`src/rtl/upd_pkg.sv`:
```
// Shared types, character constants and hex helpers for the URL percent decoder.
package upd_pkg;

  localparam logic [7:0] CH_PERCENT = 8'h25;
  localparam logic [7:0] CH_PLUS    = 8'h2B;
  localparam logic [7:0] CH_SPACE   = 8'h20;

  localparam logic CMD_BYTE = 1'b0;
  localparam logic CMD_END  = 1'b1;

  localparam logic STATUS_OK       = 1'b0;
  localparam logic STATUS_OVERFLOW = 1'b1;

  localparam logic [15:0] CAPACITY_RESET = 16'd256;

  // Escape progress of the front end.
  typedef enum logic [2:0] {
    HELD_NONE    = 3'b001,
    HELD_PERCENT = 3'b010,
    HELD_DIGIT   = 3'b100
  } held_t;

  // One queue entry: up to three candidate bytes in order, plus an end-of-string mark.
  typedef struct packed {
    logic [2:0][7:0] data;
    logic [1:0]      cnt;
    logic            close;
  } entry_t;

  function automatic logic is_hex(input logic [7:0] c);
    is_hex = (c >= 8'h30 && c <= 8'h39) || (c >= 8'h61 && c <= 8'h66) ||
             (c >= 8'h41 && c <= 8'h46);
  endfunction

  function automatic logic [3:0] hex_val(input logic [7:0] c);
    logic [7:0] v;
    v = 8'd0;
    if (c >= 8'h30 && c <= 8'h39) begin
      v = c - 8'h30;
    end else if (c >= 8'h61 && c <= 8'h66) begin
      v = c - 8'h61 + 8'd10;
    end else if (c >= 8'h41 && c <= 8'h46) begin
      v = c - 8'h41 + 8'd10;
    end
    hex_val = v[3:0];
  endfunction

endpackage

```
`src/rtl/upd_front.sv`:
```
// Front end: tracks escape state and turns each input item into a list of candidate bytes.
module upd_front import upd_pkg::*; (
  input  logic       clk,
  input  logic       rst,
  input  logic       accept,
  input  logic       cmd,
  input  logic [7:0] src_byte,
  output logic       push,
  output entry_t     entry
);

  held_t      held, held_next;
  logic [7:0] held_digit, held_digit_next;

  logic       plain_hold;
  logic [7:0] plain_out;

  assign plain_hold = (src_byte == CH_PERCENT);
  assign plain_out  = (src_byte == CH_PLUS) ? CH_SPACE : src_byte;

  always_comb begin
    logic [1:0] n;
    n               = 2'd0;
    entry           = '0;
    held_next       = held;
    held_digit_next = held_digit;
    if (cmd == CMD_END) begin
      if (held != HELD_NONE) begin
        entry.data[n] = CH_PERCENT;
        n             = n + 2'd1;
      end
      if (held == HELD_DIGIT) begin
        entry.data[n] = held_digit;
        n             = n + 2'd1;
      end
      entry.close     = 1'b1;
      held_next       = HELD_NONE;
      held_digit_next = 8'd0;
    end else begin
      case (held)
        HELD_PERCENT: begin
          if (is_hex(src_byte)) begin
            held_next       = HELD_DIGIT;
            held_digit_next = src_byte;
          end else begin
            entry.data[n]   = CH_PERCENT;
            n               = n + 2'd1;
            held_next       = HELD_NONE;
            held_digit_next = 8'd0;
            if (plain_hold) begin
              held_next = HELD_PERCENT;
            end else begin
              entry.data[n] = plain_out;
              n             = n + 2'd1;
            end
          end
        end
        HELD_DIGIT: begin
          held_next       = HELD_NONE;
          held_digit_next = 8'd0;
          if (is_hex(src_byte)) begin
            entry.data[n] = {hex_val(held_digit), hex_val(src_byte)};
            n             = n + 2'd1;
          end else begin
            entry.data[n] = CH_PERCENT;
            n             = n + 2'd1;
            entry.data[n] = held_digit;
            n             = n + 2'd1;
            if (plain_hold) begin
              held_next = HELD_PERCENT;
            end else begin
              entry.data[n] = plain_out;
              n             = n + 2'd1;
            end
          end
        end
        default: begin
          held_next       = HELD_NONE;
          held_digit_next = 8'd0;
          if (plain_hold) begin
            held_next = HELD_PERCENT;
          end else begin
            entry.data[n] = plain_out;
            n             = n + 2'd1;
          end
        end
      endcase
    end
    entry.cnt = n;
  end

  // Items that only extend an escape produce nothing for the back end.
  assign push = accept && ((entry.cnt != 2'd0) || entry.close);

  always_ff @(posedge clk) begin
    if (rst) begin
      held       <= HELD_NONE;
      held_digit <= 8'd0;
    end else if (accept) begin
      held       <= held_next;
      held_digit <= held_digit_next;
    end
  end

endmodule

```
`src/rtl/upd_queue.sv`:
```
// Small register queue that decouples the front end from the back end.
module upd_queue import upd_pkg::*; #(
  parameter int DEPTH = 4
) (
  input  logic   clk,
  input  logic   rst,
  input  logic   push,
  input  entry_t push_entry,
  output logic   full,
  input  logic   pop,
  output logic   nonempty,
  output entry_t head
);

  localparam int PTR_W = (DEPTH > 1) ? $clog2(DEPTH) : 1;
  localparam int CNT_W = $clog2(DEPTH + 1);

  entry_t             slots [DEPTH];
  logic [PTR_W-1:0]   wr_ptr, rd_ptr;
  logic [CNT_W-1:0]   count;

  assign full     = (count == CNT_W'(DEPTH));
  assign nonempty = (count != '0);
  assign head     = slots[rd_ptr];

  always_ff @(posedge clk) begin
    if (push) begin
      slots[wr_ptr] <= push_entry;
    end
  end

  always_ff @(posedge clk) begin
    if (rst) begin
      wr_ptr <= '0;
      rd_ptr <= '0;
      count  <= '0;
    end else begin
      if (push) begin
        wr_ptr <= (wr_ptr == PTR_W'(DEPTH - 1)) ? '0 : wr_ptr + PTR_W'(1);
      end
      if (pop) begin
        rd_ptr <= (rd_ptr == PTR_W'(DEPTH - 1)) ? '0 : rd_ptr + PTR_W'(1);
      end
      case ({push, pop})
        2'b10:   count <= count + CNT_W'(1);
        2'b01:   count <= count - CNT_W'(1);
        default: count <= count;
      endcase
    end
  end

  a_no_overfill: assert property (@(posedge clk) disable iff (rst)
    full && !pop |-> !push) else $error("queue written while full");
  a_no_underflow: assert property (@(posedge clk) disable iff (rst)
    pop |-> nonempty) else $error("queue read while empty");
  a_count_bound: assert property (@(posedge clk) disable iff (rst)
    count <= CNT_W'(DEPTH)) else $error("queue count out of range");

endmodule

```
`src/rtl/upd_back.sv`:
```
// Back end: capacity check, end-of-string result and the output register.
module upd_back import upd_pkg::*; (
  input  logic        clk,
  input  logic        rst,
  input  logic        cfg_we,
  input  logic [15:0] cfg_data,
  input  logic        q_valid,
  input  entry_t      q_head,
  output logic        q_pop,
  output logic        out_valid,
  input  logic        out_ready,
  output logic [7:0]  out_byte,
  output logic        byte_valid,
  output logic        last,
  output logic        status
);

  logic [15:0] capacity;
  logic [15:0] written_count, written_count_next;
  logic        overflowed, overflowed_next;
  logic [1:0]  idx, idx_next;
  logic        out_valid_next;
  logic        load_byte, load_last;

  logic [2:0]  total;
  logic        step;
  logic        is_byte_slot;
  logic        fits;
  logic        slot_done;

  assign total        = {1'b0, q_head.cnt} + {2'b00, q_head.close};
  assign step         = q_valid && (!out_valid || out_ready);
  assign is_byte_slot = (idx < q_head.cnt);
  assign fits         = ({1'b0, written_count} + 17'd1) < {1'b0, capacity};
  assign slot_done    = ({1'b0, idx} + 3'd1) == total;
  assign q_pop        = step && slot_done;

  always_comb begin
    written_count_next = written_count;
    overflowed_next    = overflowed;
    idx_next           = idx;
    load_byte          = 1'b0;
    load_last          = 1'b0;
    out_valid_next     = out_valid && !out_ready;
    if (step) begin
      idx_next = slot_done ? 2'd0 : idx + 2'd1;
      if (is_byte_slot) begin
        if (!overflowed && fits) begin
          load_byte          = 1'b1;
          written_count_next = written_count + 16'd1;
        end else begin
          overflowed_next = 1'b1;
        end
      end else begin
        load_last          = 1'b1;
        written_count_next = 16'd0;
        overflowed_next    = 1'b0;
      end
      if (load_byte || load_last) begin
        out_valid_next = 1'b1;
      end
    end
  end

  always_ff @(posedge clk) begin
    if (rst) begin
      capacity      <= CAPACITY_RESET;
      written_count <= 16'd0;
      overflowed    <= 1'b0;
      idx           <= 2'd0;
      out_valid     <= 1'b0;
    end else begin
      if (cfg_we) begin
        capacity <= cfg_data;
      end
      written_count <= written_count_next;
      overflowed    <= overflowed_next;
      idx           <= idx_next;
      out_valid     <= out_valid_next;
    end
  end

  always_ff @(posedge clk) begin
    if (load_byte) begin
      out_byte   <= q_head.data[idx];
      byte_valid <= 1'b1;
      last       <= 1'b0;
      status     <= STATUS_OK;
    end else if (load_last) begin
      out_byte   <= 8'd0;
      byte_valid <= 1'b0;
      last       <= 1'b1;
      status     <= overflowed ? STATUS_OVERFLOW : STATUS_OK;
    end
  end

  a_byte_xor_last: assert property (@(posedge clk) disable iff (rst)
    out_valid |-> (byte_valid != last)) else $error("result is neither byte nor end");
  a_status_on_last: assert property (@(posedge clk) disable iff (rst)
    out_valid && status |-> last) else $error("overflow status on a byte result");
  a_slot_in_range: assert property (@(posedge clk) disable iff (rst)
    q_valid |-> ({1'b0, idx} < total)) else $error("slot index past entry");
  a_end_clears: assert property (@(posedge clk) disable iff (rst)
    step && !is_byte_slot |=> written_count == 16'd0 && !overflowed)
    else $error("string state not cleared after end");

endmodule

```
`src/rtl/url_percent_decoder_unit.sv`:
```
// Top level of the URL percent decoder: front end, queue and back end.
//
// Input channel (in_valid/in_ready): one item per handshake, cmd = 0 carries an
// encoded byte in src_byte, cmd = 1 ends the string. Output channel
// (out_valid/out_ready): one result item per handshake with out_byte,
// byte_valid, last and status. The string's end item gives a final result with last
// set and status telling whether the decoded text overflowed. The user must write the
// capacity register via cfg_we/cfg_data only while idle; the block does not check it.
//
// An accepted item is written into the queue, and the back end loads its result from
// the queue head into the output register once that register is free. An item is
// accepted every cycle while the queue has room. The back end works through the
// candidate bytes and end mark of an entry one by one, so items giving one result
// each sustain one item per cycle while the receiver keeps up; a broken escape or an
// end item that releases held bytes gives the back end up to three slots, which the
// queue absorbs. Items that only start or extend an escape use no back-end time.
//
// Reset clears the escape state, the byte count, the overflow flag, the queue
// and the output valid flag, and sets capacity to 256. When the receiver stalls,
// the result holds in the output register, the queue fills, and in_ready drops
// once the queue is full.
module url_percent_decoder_unit import upd_pkg::*; #(
  parameter int QUEUE_DEPTH = 4
) (
  input  logic        clk,
  input  logic        rst,
  input  logic        cfg_we,
  input  logic [15:0] cfg_data,
  input  logic        in_valid,
  output logic        in_ready,
  input  logic        cmd,
  input  logic [7:0]  src_byte,
  output logic        out_valid,
  input  logic        out_ready,
  output logic [7:0]  out_byte,
  output logic        byte_valid,
  output logic        last,
  output logic        status
);

  logic   accept;
  logic   push;
  entry_t push_entry;
  logic   q_full;
  logic   q_pop;
  logic   q_valid;
  entry_t q_head;

  // The front end never waits on the back end except through queue space.
  assign in_ready = !q_full;
  assign accept   = in_valid && in_ready;

  upd_front u_front (
    .clk      (clk),
    .rst      (rst),
    .accept   (accept),
    .cmd      (cmd),
    .src_byte (src_byte),
    .push     (push),
    .entry    (push_entry)
  );

  upd_queue #(
    .DEPTH (QUEUE_DEPTH)
  ) u_queue (
    .clk        (clk),
    .rst        (rst),
    .push       (push),
    .push_entry (push_entry),
    .full       (q_full),
    .pop        (q_pop),
    .nonempty   (q_valid),
    .head       (q_head)
  );

  // The back end applies the capacity bound as bytes are released, in order.
  upd_back u_back (
    .clk        (clk),
    .rst        (rst),
    .cfg_we     (cfg_we),
    .cfg_data   (cfg_data),
    .q_valid    (q_valid),
    .q_head     (q_head),
    .q_pop      (q_pop),
    .out_valid  (out_valid),
    .out_ready  (out_ready),
    .out_byte   (out_byte),
    .byte_valid (byte_valid),
    .last       (last),
    .status     (status)
  );

endmodule

```
`config.mk`:
```
export PLATFORM = sky130hd
export DESIGN_NAME = url_percent_decoder_unit
export DESIGN_NICKNAME = d
export VERILOG_FILES = /design/src/rtl/upd_pkg.sv /design/src/rtl/upd_front.sv /design/src/rtl/upd_queue.sv /design/src/rtl/upd_back.sv /design/src/rtl/url_percent_decoder_unit.sv
export SDC_FILE = /design/constraint.sdc
export NUM_CORES = 1
export LEC_CHECK = 0
export ABC_AREA = 1
export BUFFER_PORTS_ARGS = -buffer_cell sky130_fd_sc_hd__buf_2
export CAP_MARGIN = 25
export CORE_ASPECT_RATIO = 0.6
export CORE_MARGIN = 2
export CORE_UTILIZATION = 30
export DETAILED_ROUTE_END_ITERATION = 16
export SLEW_MARGIN = 20
export SYNTH_ARGS = -nofsm -noshare
export SYNTH_HDL_FRONTEND = slang
export SYNTH_SLANG_ARGS = --single-unit
```
`constraint.sdc`:
```
create_clock -name clk -period 7.75 [get_ports clk]
set_clock_uncertainty 0.2 [all_clocks]
set_input_delay 0.3875 -clock clk [delete_from_list [all_inputs] [get_ports clk]]
set_output_delay 0.3875 -clock clk [all_outputs]
set_load 0.02 [all_outputs]
```
# Word level (Yosys, flattened, before mapping)
# Memory sizes are Yosys's and may differ from the RTL's. A register that Yosys moved wholly into a read port is not among the register bits.
# Index checks and enable logic that the tools add are counted.
# word_totals
reg_bits	65
ramBits	108
out_inout_bits	13
elab_cells	159
mem_count	1
# mem_list
name	words	width	rd	rd_clocked_by_memory_dff	write_ports	line	text
u_queue.slots	4	27	1	1	1	upd_queue.sv:18	entry_t slots [DEPTH];
# classes
addsub	20
order_cmp	17
eq_ne	13
n_mux	66
reduce_logical	28
# op_table
operator	count
8-bit two-way mux	12
16-bit two-way mux	4
24-bit two-way mux	2
8-bit by 7-bit >= comparator with 1-bit output, second input constant	4
8-bit by 7-bit less-or-equal comparator with 1-bit output, second input constant	4
8-bit case mux with 2 select lines	2
24-bit bitwise mux	1
2-bit two-way mux	12
4-bit two-way mux	6
4-bit by 1-bit subtractor with 4-bit output, second input constant	6
1-bit two-way mux	18
16-bit by 1-bit adder with 17-bit output, second input constant	1
17-bit by 16-bit < comparator with 1-bit output	1
16-bit by 1-bit adder with 16-bit output, second input constant	1
4-bit adder, second input constant	4
8-bit binary-select mux with 2-bit select	1
8-bit demux with 2-bit select	1
8-bit by 6-bit equality test with 1-bit output, second input constant	2
8-bit by 6-bit >= comparator with 1-bit output, second input constant	2
8-bit by 6-bit less-or-equal comparator with 1-bit output, second input constant	2
1-bit logical AND	13
3-bit case mux with 2 select lines	2
3-bit two-way mux	3
2-bit by 1-bit adder with 2-bit output, second input constant	4
other kinds (21)	36

# Longest topological paths before layout
# Gate-level depths: netlist of the first run.
# logic_depth
word_depth	12
ltp_mapped	19

# Cells and area by module
# Synthesis of the first run repeated with hierarchy kept, for this count alone.
# unflattened
hier_cells	951
hier_area_um2	8799.7
# modules_own_cells
module	instances	cells_each	area_each_um2	seq_area_each_um2
upd_queue	1	321	4513.1	3423.3
upd_back	1	378	2877.8	1021.0
upd_front	1	249	1395.1	220.2
url_percent_decoder_unit	1	3	13.8	0.0

# Worst setup path before layout of the first run
# No wires, ideal clock.
# synth_path
path_kind	in2reg
startpoint	in src_byte[1]
endpoint	mem u_queue.slots[0][0] in the netlist's numbering, enable pin
setup_time_ns	0.411
t_arrival_ns	2.628
required_time_ns	7.139
slack_ns	4.511
path_stages	10
n_path_buf	0
cell_sequence	inv_1 ha_1 nand3_1 nor2_2 inv_1 a21oi_1 nor2_2 nand3_2 nand2_2 nor2_1
# synth_via
elab_chain_cells	12
# synth_rtl
element	line	text
from (decl)	url_percent_decoder_unit.sv:32	input logic [7:0] src_byte,
8-bit by 6-bit >= comparator with 1-bit output (tied with other cells)	upd_pkg.sv:31	is_hex = (c >= 8'h30 && c <= 8'h39) || (c >= 8'h61 && c <= 8'h66) ||
1-bit logical AND	upd_pkg.sv:31	
1-bit logical OR (2 in series)	upd_pkg.sv:31	
2-bit two-way mux, on equally long branches	upd_front.sv:61, upd_front.sv:42	
2-bit case mux with 2 select lines *	upd_front.sv:40	case (held)
2-bit two-way mux *	upd_front.sv:27	if (cmd == CMD_END) begin
2-bit nonzero test *	upd_front.sv:93	assign push = accept && ((entry.cnt != 2'd0) || entry.close);
1-bit logical OR *	upd_front.sv:93	
1-bit logical AND *	upd_front.sv:93	
1-bit two-way mux *	upd_queue.sv:27	if (push) begin
1-bit two-way mux (implied by the code) *	upd_queue.sv:28	slots[wr_ptr] <= push_entry;
to (decl)	upd_queue.sv:18	
# Mark *: on every way between the ends. The rest lies on a longest branch, timed or not.

==> run metrics, run 1 <==
CP cell instances=buf_4 > clkinv_2 > o21ai_0 > o22ai_1 > ha_1 > ha_1 > xor2_1 > a21oi_1 > nand3_1 > inv_1 > ha_1 > inv_1 > fa_1 > a21oi_1 > o21ai_0 > o21ai_0 > a21oi_1; Iter 0 DRT Violations=701; via/cell ratio=5.01; Final period util=58.4%; Leak Pwr=3.66 nW; CTS clock-pin slew for the worst setup and hold paths=70 ps; vias in the first global route=5,766; Die X=220 um; Seq/Total Area, Yosys=55.8%; drt total wl=21.1 mm; num rows=47; top cells by area, synth=edfxtp_1 42%, dfxtp_1 14%, ha_1 5.1%, o21ai_0 5.1%, nor2_1 4.9%; required time of the critical path=7860 ps; Slowest-stage cell, CP=clkinv_2; post-synth top area cell=edfxtp_1; Skew-Pair Late Insertion Delay=430 ps; # fillers=2,777; CP max stage delay=730 ps; Max VDD drop=0.170 mV; top-area cell type share of the netlist area=41.6%; Max Fclk=221 MHz; design area=0.00949 mm^2; Mapped Avg Cell Area=9.80 um^2; fin crit period=4530 ps; via count=6,372; Netlist Area Pre-Place=0.00837 mm^2; commonest cells after routing, fill and taps aside=116 x edfxtp_1, 106 x nor2_1, 100 x nand2_1, 85 x o21ai_0, 74 x inv_1; most common cell after layout, fill and taps aside=edfxtp_1; layout cells sized above 1=12.4%; PwrDens=272 mW/mm^2; global route total overflow=0; Inserted Clock Buffers=17; initial antenna violation count=1; I/O pin count=43; outcome=finished clean; setup TNS=0 ps; Slew @ Worst Pin=954 ps; Hold WC Path Type=primary input to flip-flop; worst-case clock buffer depth=2; final slew viol count=0; fin nets=956; post-CTS sizing=0; die height=133 um; nature of the critical path startpoint=flip-flop; first-pass GRT wire length=33.0 mm; Synth cell types=49; Global Route Usage Sum=14.7%; worst endpoint data arrival time=4630 ps; Core Util, Final=34.5%; Routed Antenna Nets=0; P&R area growth vs syn=13.4%; largest net degree at the start of global routing=56; Yosys warning count=0; clk root buf=clkbuf_16; asr flop ratio synth=0%; sequential cell area=0.00466 mm^2; TritonCTS clock tree=built; Cell Area, Placed=0.00893 mm^2; prevailing post-synth register cell=edfxtp_1; max_slew headroom=35.7%; number of flops mapped to enable cells by yosys=116; multi-input logic area=0.00324 mm^2; element type at the critical path end=flip-flop; total power=2.58 mW; Syn Inst Count=854; Max Cap Viol=0; final hold viol count=0; H-Tree Depth=4; clock sink count=175; die area=0.0293 mm^2; final setup vio count=0; #FFs+latches synth=175; DRT Pass-1 Iters=5; unrepaired setup endpoints after global routing=no; Starting Density=30.4%; CP max FO=55; drt drc=0; kind of critical path=flip-flop to flip-flop; CORE AREA=0.0275 mm^2; diode count=0; Buffers on Ports=42; Detail Placement HPWL=14.3 mm; Synthesized Nets=919; Routed WL per cell=16.6 um; Placer Congestion=0.865
-- through the flow --
step	cells	hold WS, ps	worst slack [ps]
after floorplan	854	222	4510
after global placement	1235	241	3330
after detailed placement	1235	247	3230
after CTS	1271	22.7	3250
after global routing	1271	31.1	2740
final	1271	39.7	3220
-- per-layer routing --
| layer | share of wire [%] | up-vias | track usage, % |
|---|---|---|---|
| li1 | - | 3080 | - |
| met1 | 53 | 3050 | 24.9 |
| met2 | 39 | 233 | 18.5 |
| met3 | 7.3 | 9 | 2.88 |
| met4 | 0.57 | 0 | 3.21 |
| met5 | 0 | - | 0 |
-- synthesized netlist by cell type (12+ instances only) --
master / count
o21ai_0: 85
a21oi_1: 62
o221ai_1: 14
xor2_1: 18
edfxtp_1: 116
clkbuf_1: 24
o22ai_1: 12
inv_1: 74
nor2_1: 110
ha_1: 34
dfxtp_1: 59
nand3_1: 40
nand4_1: 17
nand2_1: 100
-- cells by family (layout without fill, tap and decap cells) --
family	Yosys count	count (layout)	share of synthesized area, %
simple gates	302	302	16.6
flops	175	175	55.8
fa+ha+maj	35	35	5.32
compound gates	206	206	14.5
mux	1	1	0.120
buf+inv	116	166	5.65
xor+xnor	19	19	1.99
-- report_power, final --
| group | switching [mW] | internal (mW) |
|---|---|---|
| Clock | 0.359 | 0.408 |
| Combinational | 0.480 | 0.182 |
| Sequential | 0.0451 | 1.10 |
-- critical path: cells and delay by family (launching register included) --
kind                       cells  cell delay (ps)
xor gates and xnor gates       1              160
buffers and inverters          4             1430
AOI/OAI and AO/OA              7             1110
adders and majority gates      4             1050
and+or+nand+nor                1              140
DFF                            1              310
-- layout make-up --
class | instances | share of cell area [%]
clock buffers | 18 | 4.52
well taps | 367 | 4.84
clock inverters | 14 | 0.989
repair buffers | 52 | 3.11
inverters | 82 | 3.26
multi-input cells | 563 | 34.1
flip-flops and latches | 175 | 49.2
-- timing repair --
| item | in CTS | in global routing |
|---|---|---|
| endpoints found under the hold margin | 2 | 0 |
| hold buffers | 4 | 0 |
| setup buffers | 0 | 0 |
-- registers in the layout (all words and copies together), names as in the netlist, named ones only --
| signal | flops |
|---|---|
| u_back.capacity | 16 |
| u_back.last | 1 |
| u_queue.count | 3 |
| u_front.held_digit | 8 |
| u_back.written_count | 16 |
| u_back.idx | 2 |
| u_queue.wr_ptr | 2 |
| u_front.held | 3 |
| u_back.status | 1 |
| u_back.overflowed | 1 |
| u_back.byte_valid | 1 |
| u_queue.slots | 108 |
| u_queue.rd_ptr | 2 |
| u_back.out_valid | 1 |
| u_back.out_byte | 8 |
-- final timing paths --
| path | cells after the start | to | from | slack, ps |
|---|---|---|---|---|
| max | 17 | u_queue.count[2] | flip-flop | 3220 |
| min | 3 | u_back.capacity[6] | cfg_data[6] | 40 |
| max reg2reg | 17 | u_queue.count[2] | flip-flop | 3220 |
| min reg2reg | 2 | u_back.last | u_back.last | 250 |
No activity file was read; power rests on OpenSTA's default activity.
==> run 2, diff against run 1 <==
==> constraint.sdc (replaced) <==
create_clock -name clk -period 3.77 [get_ports clk]
set_clock_uncertainty 0.2 [all_clocks]
set_input_delay 0.1885 -clock clk [delete_from_list [all_inputs] [get_ports clk]]
set_output_delay 0.1885 -clock clk [all_outputs]
set_load 0.02 [all_outputs]
==> run metrics, run 2 (same netlist as run 1, synthesis figures left out) <==
met3 wire len=2.08 mm (+35%); min setup slack post-route=277 ps (-2950 ps); DRT Pass-1 Iters=5 (unchanged); Skew-Pair Late Insertion Delay=440 ps (about the same); diode count=0 (unchanged); P&R area growth vs syn=18.6%; total power=5.64 mW (+120%); Max Cap Viol=0 (unchanged); placed cell count=1,249 (+1.1%); Seq pwr share=41.4% (-3.1 points); Biggest register=u_queue.slots; element type at the critical path end=flip-flop; Net Switching=1.85 mW (+110%); I/O pin count=43 (unchanged); R2R cell count=18 (+1); clk root buf=clkbuf_16; Max VDD drop=0.233 mV (+37%); sw frac=32.8% (-1.5 points); Buffers on Ports=42 (unchanged); fin crit period=3490 ps (-1030 ps); fin nets=994 (+4.0%); worst-case clock buffer depth=2 (unchanged); outcome=finished clean; max_slew headroom=39.2% (+3.5 points); WL met2=8.14 mm (-0.55%); first-pass GRT wire length=34.0 mm (+3.0%); Die X=220 um (unchanged); Max Fclk=286 MHz (+30%); Routed Antenna Nets=0 (unchanged); clock sink count=175 (unchanged); most common cell after layout, fill and taps aside=edfxtp_1; via count=6,523 (+2.4%); largest net degree at the start of global routing=30 (-46%); Placer Congestion=0.861 (-0.45%); Starting Density=30.4% (unchanged); vias in the first global route=5,934 (+2.9%); TritonCTS clock tree=built; Iter 0 DRT Violations=662 (-5.6%); Post-Layout Cell Count=1,309 (+3.0%); CTS clock-pin slew for the worst setup and hold paths=60 ps (about the same); Final period util=92.6% (+34 points); clock share of power=32.0% (+2.2 points); Hold WC Path Type=primary input to flip-flop; H-Tree Depth=4 (unchanged); required time of the critical path=3710 ps (-4150 ps); CP max FO=19 (-65%); hold depth=2 (-1); final slew viol count=0 (unchanged); worst reg2reg path startpoint=u_back.written_count[0]; drt drc=0 (unchanged); Int Pwr=3.79 mW (+120%); unrepaired setup endpoints after global routing=no; setup TNS=0 ps (unchanged); num rows=47 (unchanged); biggest regs=u_queue.slots x108, u_back.capacity x16, u_back.written_count x16; max FFs per register=108 (unchanged); initial antenna violation count=0 (-1); Place WS=235 ps (-3000 ps); flop-to-flop setup slack=280 ps (-2950 ps); CORE AREA=0.0275 mm^2 (unchanged); Comb power frac=26.6% (+0.9 points); Detail Placement HPWL=15.1 mm (+6.3%); hold path startpoint=rst; Worst Hold End=u_front.held_digit[4]; die height=133 um (unchanged); via/cell ratio=4.98 (-0.60%); kind of critical path=flip-flop to flip-flop; global route total overflow=0 (unchanged); met1 WL=11.3 mm (+0.63%); drt total wl=21.7 mm (+3.0%); Routed WL per cell=16.6 um (about the same); Global Route Usage Sum=15.3% (+0.55 points); final setup vio count=0 (unchanged); Inserted Clock Buffers=17 (unchanged); nature of the critical path startpoint=flip-flop; PwrDens=569 mW/mm^2 (+110%); Leak Pwr=3.88 nW (+6.1%); reg2reg end=u_back.out_byte[0]; layout cells sized above 1=13.4% (+0.99 points); final hold viol count=0 (unchanged); commonest cells after routing, fill and taps aside=116 x edfxtp_1, 106 x nor2_1, 100 x nand2_1, 85 x o21ai_0, 74 x inv_1; uppermost layer routed=met4; Slew @ Worst Pin=903 ps (-51.8 ps); die area=0.0293 mm^2 (unchanged); worst endpoint data arrival time=3430 ps (-1200 ps)
run 2: repair_timing:
item	in CTS	in global routing
setup buffers	0	0
hold buffers	28	0
gates resized for setup	0	2
endpoints found under the hold margin	25	0
endpoints found under the setup margin	0	9
run 2: worst max path at each step:
| stage | startpoint | to | slack (ps) | cells after the start |
|---|---|---|---|---|
| after global placement | flip-flop | u_queue.count[2] | 370 | 16 |
| after floorplan | flip-flop | u_queue.count[2] | 590 | 18 |
| after CTS | u_back.written_count[0] | u_back.out_byte[0] | 230 | 18 |
| after detailed placement | flip-flop | u_queue.count[2] | 240 | 16 |
| final | u_back.written_count[0] | u_back.out_byte[0] | 280 | 18 |
| after global routing | u_back.written_count[0] | u_back.out_byte[0] | 30 | 18 |
run 2: routing by layer:
layer / up-vias / global-route usage (%)
met5: - / 0
met4: 0 / 3.88
met3: 16 / 4.95
met1: 3094 / 24.8
li1: 3155 / -
met2: 258 / 18.6
run 2: worst max-delay path, stage by stage (launching register included):
cell,delay (ps)
dfxtp_1,390
ha_1,230
nand3_2,120
nor2_2,200
nand3_2,170
nor2_1,160
xor2_1,170
inv_1,80
ha_1,310
nand2_1,90
nor2_1,50
a211oi_1,180
nand2_1,90
nand2_1,60
nand2_1,50
nand2_1,180
nand2_8,150
nand2_1,120
buf_6,190
run 2: stage by stage:
stage / instance area, um^2 / utilization, % / hold WS [ps]
global route: 9920 / 36.1 / 53.2
floorplan: 8370 / - / 87.4
finish: 9920 / 36.1 / 53.5
global placement: 9030 / 32.8 / 203
CTS: 9920 / 36.0 / 29.7
detailed placement: 9030 / 32.8 / 209
run 2: layout make-up:
| cell class | count | area [um^2] |
|---|---|---|
| Multi-Input combinational cell | 563 | 3240 |
| Sequential cell | 175 | 4660 |
| Timing Repair Buffer | 90 | 644 |
| Clock inverter | 8 | 104 |
| Fill cell | 2762 | 17600 |
| Tap cell | 367 | 459 |
| Clock buffer | 24 | 504 |
| Inverter | 82 | 310 |
run 2: power groups by stage:
stage	registers, mW	clock network (mW)	logic (mW)
5_1_grt	2.36	1.92	1.65
2_1_floorplan	2.44	0	0.918
6_report	2.34	1.81	1.50
3_5_place_dp	2.38	0	1.45
4_1_cts	2.34	1.84	1.48
3_3_place_gp	2.38	0	1.44
==> run 3, diff against run 2 <==
--- a/config.mk
+++ b/config.mk
@@ -15,4 +15,5 @@
 export SLEW_MARGIN = 20
 export SYNTH_ARGS = -nofsm -noshare
 export SYNTH_HDL_FRONTEND = slang
+export SYNTH_HIERARCHICAL = 1
 export SYNTH_SLANG_ARGS = --single-unit
==> run metrics, run 3 <==
Inserted Clock Buffers=17 (unchanged); Synth cell types=49 (unchanged); element type at the critical path end=flip-flop; vias in the first global route=6,232 (+5.0%); final hold viol count=0 (unchanged); number of flops mapped to enable cells by yosys=116 (unchanged); via count=6,796 (+4.2%); flop-to-flop setup slack=490 ps (+210 ps); CP cell instances=ha_1 > nand3_4 > nor2_1 > nand3_1 > nand2_1 > nand2_1 > inv_1 > ha_1 > nand2_1 > a21boi_0 > nor2_1 > nand2_2 > nor2_4 > nand2_8 > nand2_1; Final period util=87.1% (-5.6 points); post-synth top area cell=edfxtp_1; biggest regs=u_queue/slots x108, u_back/capacity x16, u_back/written_count x16; asr flop ratio synth=0% (unchanged); die area=0.0308 mm^2 (+5.1%); most common cell after layout, fill and taps aside=nand2_1; Slew @ Worst Pin=770 ps (-133 ps); Mapped Avg Cell Area=9.25 um^2 (-5.5%); Max Cap Viol=0 (unchanged); Buffers on Ports=42 (unchanged); fin crit period=3280 ps (-210 ps); H-Tree Depth=4 (unchanged); Seq/Total Area, Yosys=53.0% (-2.8 points); kind of critical path=flip-flop to flip-flop; nature of the critical path startpoint=flip-flop; Syn Inst Count=951 (+11%); Worst Hold End=u_back/out_valid; Max VDD drop=0.420 mV (+80%); unrepaired setup endpoints after global routing=no; worst-case clock buffer depth=2 (unchanged); #FFs+latches synth=175 (unchanged); Iter 0 DRT Violations=879 (+33%); drt drc=0 (unchanged); hold path startpoint=out_ready; clk root buf=clkbuf_16; Detail Placement HPWL=15.6 mm (+2.7%); Synthesized Nets=1,015 (+10%); fin nets=1,078 (+8.5%); Global Route Usage Sum=15.2% (-0.076 points); final slew viol count=0 (unchanged); CORE AREA=0.0288 mm^2 (+4.7%); Routed Antenna Nets=0 (unchanged); global route total overflow=0 (unchanged); top-area cell type share of the netlist area=39.6% (-2.1 points); Biggest register=u_queue/slots; Leak Pwr=4.03 nW (+4.0%); worst reg2reg path startpoint=u_back/written_count[0]; Netlist Area Pre-Place=0.00880 mm^2 (+5.2%); worst endpoint data arrival time=3160 ps (-270 ps); max FFs per register=108 (unchanged); Core Util, Final=35.2% (-0.86 points); CP max FO=19 (unchanged); Placer Congestion=0.947 (+10%); num rows=48 (+2.1%); Yosys warning count=6 (+6); prevailing post-synth register cell=edfxtp_1; Int Pwr=3.81 mW (+0.53%); Comb power frac=29.2% (+2.6 points); diode count=0 (unchanged); DRT Pass-1 Iters=8 (+3); max_slew headroom=48.6% (+9.4 points); Max Fclk=305 MHz (+6.4%); I/O pin count=43 (unchanged); layout cells sized above 1=13.5% (+0.16 points); hold depth=6 (+4); clock share of power=29.8% (-2.2 points); setup TNS=0 ps (unchanged); largest net degree at the start of global routing=49 (+63%); CTS clock-pin slew for the worst setup and hold paths=70 ps (about the same); Routed WL per cell=16.0 um (-3.4%); required time of the critical path=3650 ps (-60 ps); WHS=44.7 ps (-8.81 ps); most frequent cell after synthesis=nand2_1; outcome=finished clean; P&R area growth vs syn=15.3%; synth cell count leaders=144 x nand2_1, 135 x nor2_1, 116 x edfxtp_1; most used cell, CP=nand2_1; commonest cells after routing, fill and taps aside=144 x nand2_1, 135 x nor2_1, 116 x edfxtp_1, 92 x inv_1, 69 x o21ai_0; Die X=225 um (+2.5%); sw frac=35.1% (+2.3 points); Net Switching=2.06 mW (+11%); drt total wl=22.5 mm (+3.5%); reg2reg end=u_back/out_byte[6]; Hold WC Path Type=primary input to flip-flop; Starting Density=30.5% (+0.13 points); Skew-Pair Late Insertion Delay=430 ps (about the same); top cells by area, synth=edfxtp_1 40%, dfxtp_1 13%, nand2_1 6.1%, nor2_1 5.8%, ha_1 4.7%; first-pass GRT wire length=35.5 mm (+4.4%); CP max stage delay=390 ps (about the same); Seq pwr share=41.0% (-0.4 points); PwrDens=579 mW/mm^2 (+1.8%); R2R cell count=15 (-3); final setup vio count=0 (unchanged); clock sink count=175 (unchanged); die height=137 um (+2.5%); TritonCTS clock tree=built; via/cell ratio=4.85 (-2.7%); Slowest-stage cell, CP=dfxtp_1; initial antenna violation count=0 (unchanged)
[run 3: cell types whose count changed in the layout (fill, tap and decap cells not counted), moves of 12 or more]
cell	change
o221ai_1	-14
xor2_1	-12
o22ai_1	+16
nor2_1	+29
nand2_1	+44
o21ai_1	+22
o21ai_0	-16
inv_1	+18
[run 3: power groups by stage]
stage	combinational, mW	clock [mW]	sequential (mW)
global route	1.92	1.88	2.43
detailed placement	1.68	0	2.45
CTS	1.71	1.80	2.41
finish	1.71	1.75	2.41
global placement	1.66	0	2.45
floorplan	1.25	0	2.48
[run 3: worst max path at each step]
| stage | startpoint | end | slack (ps) | depth (start not counted) |
|---|---|---|---|---|
| 6_report | u_back/written_count[0] | u_back/out_byte[6] | 490 | 15 |
| 5_1_grt | src_byte[0] | u_queue/count[2] | 150 | 23 |
| 2_1_floorplan | flip-flop | u_queue/count[2] | 920 | 19 |
| 4_1_cts | u_back/written_count[0] | u_back/out_byte[6] | 460 | 15 |
| 3_3_place_gp | u_back/written_count[0] | u_back/out_byte[7] | 570 | 14 |
| 3_5_place_dp | u_back/written_count[0] | u_back/out_byte[4] | 490 | 15 |
[run 3: metrics by stage]
| step | power (mW) | instance area (um^2) | setup slack [ps] | std cells |
|---|---|---|---|---|
| finish | 5.87 | 10100 | 487 | 1402 |
| CTS | 5.92 | 10100 | 457 | 1402 |
| global placement | 4.12 | 9290 | 568 | 1342 |
| global route | 6.23 | 10100 | 147 | 1402 |
| floorplan | 3.74 | 8800 | 924 | 951 |
| detailed placement | 4.14 | 9290 | 488 | 1342 |
[run 3: area by class of cell]
type                            instances  area, um^2
Clock inverter                         13         149
Clock buffer                           19         433
Tap cell                              375         469
Sequential cell                       175        4670
Inverter                              107         414
Multi-Input combinational cell        632        3440
Timing Repair Buffer                   81         573
Fill cell                            2914       18700
[run 3: kinds of logic after synthesis]
family,share of synthesized area (%)
AND/OR/NAND/NOR,20.4
AO/OA/AOI/OAI,12.8
flip-flops,53.0
buffers and inverters,7.86
adder cells (fa/ha/maj),4.92
XOR/XNOR,0.995
[run 3: routing by layer]
| metal | wire length (um) | up-vias | track usage (%) |
|---|---|---|---|
| met5 | 0 | - | 0 |
| met1 | 11700 | 3157 | 24.3 |
| met2 | 8900 | 258 | 20.3 |
| met4 | 147 | 0 | 3.02 |
| met3 | 1760 | 11 | 3.59 |
| li1 | - | 3370 | - |
[run 3: critical path, delay by kind of cell (launching register included)]
kind	cells	cell delay [ps]
buffers and inverters	1	60
adder cells (fa/ha/maj)	2	490
AND/OR/NAND/NOR	11	1710
AO/OA/AOI/OAI	1	80
flip-flops	1	390
[run 3: repair_timing]
item | 4_1_cts | 5_1_grt
endpoints found under the hold margin | 29 | 0
endpoints found under the setup margin | 0 | 0
setup buffers | 0 | 0
hold buffers | 28 | 0
gates resized for setup | 0 | 0
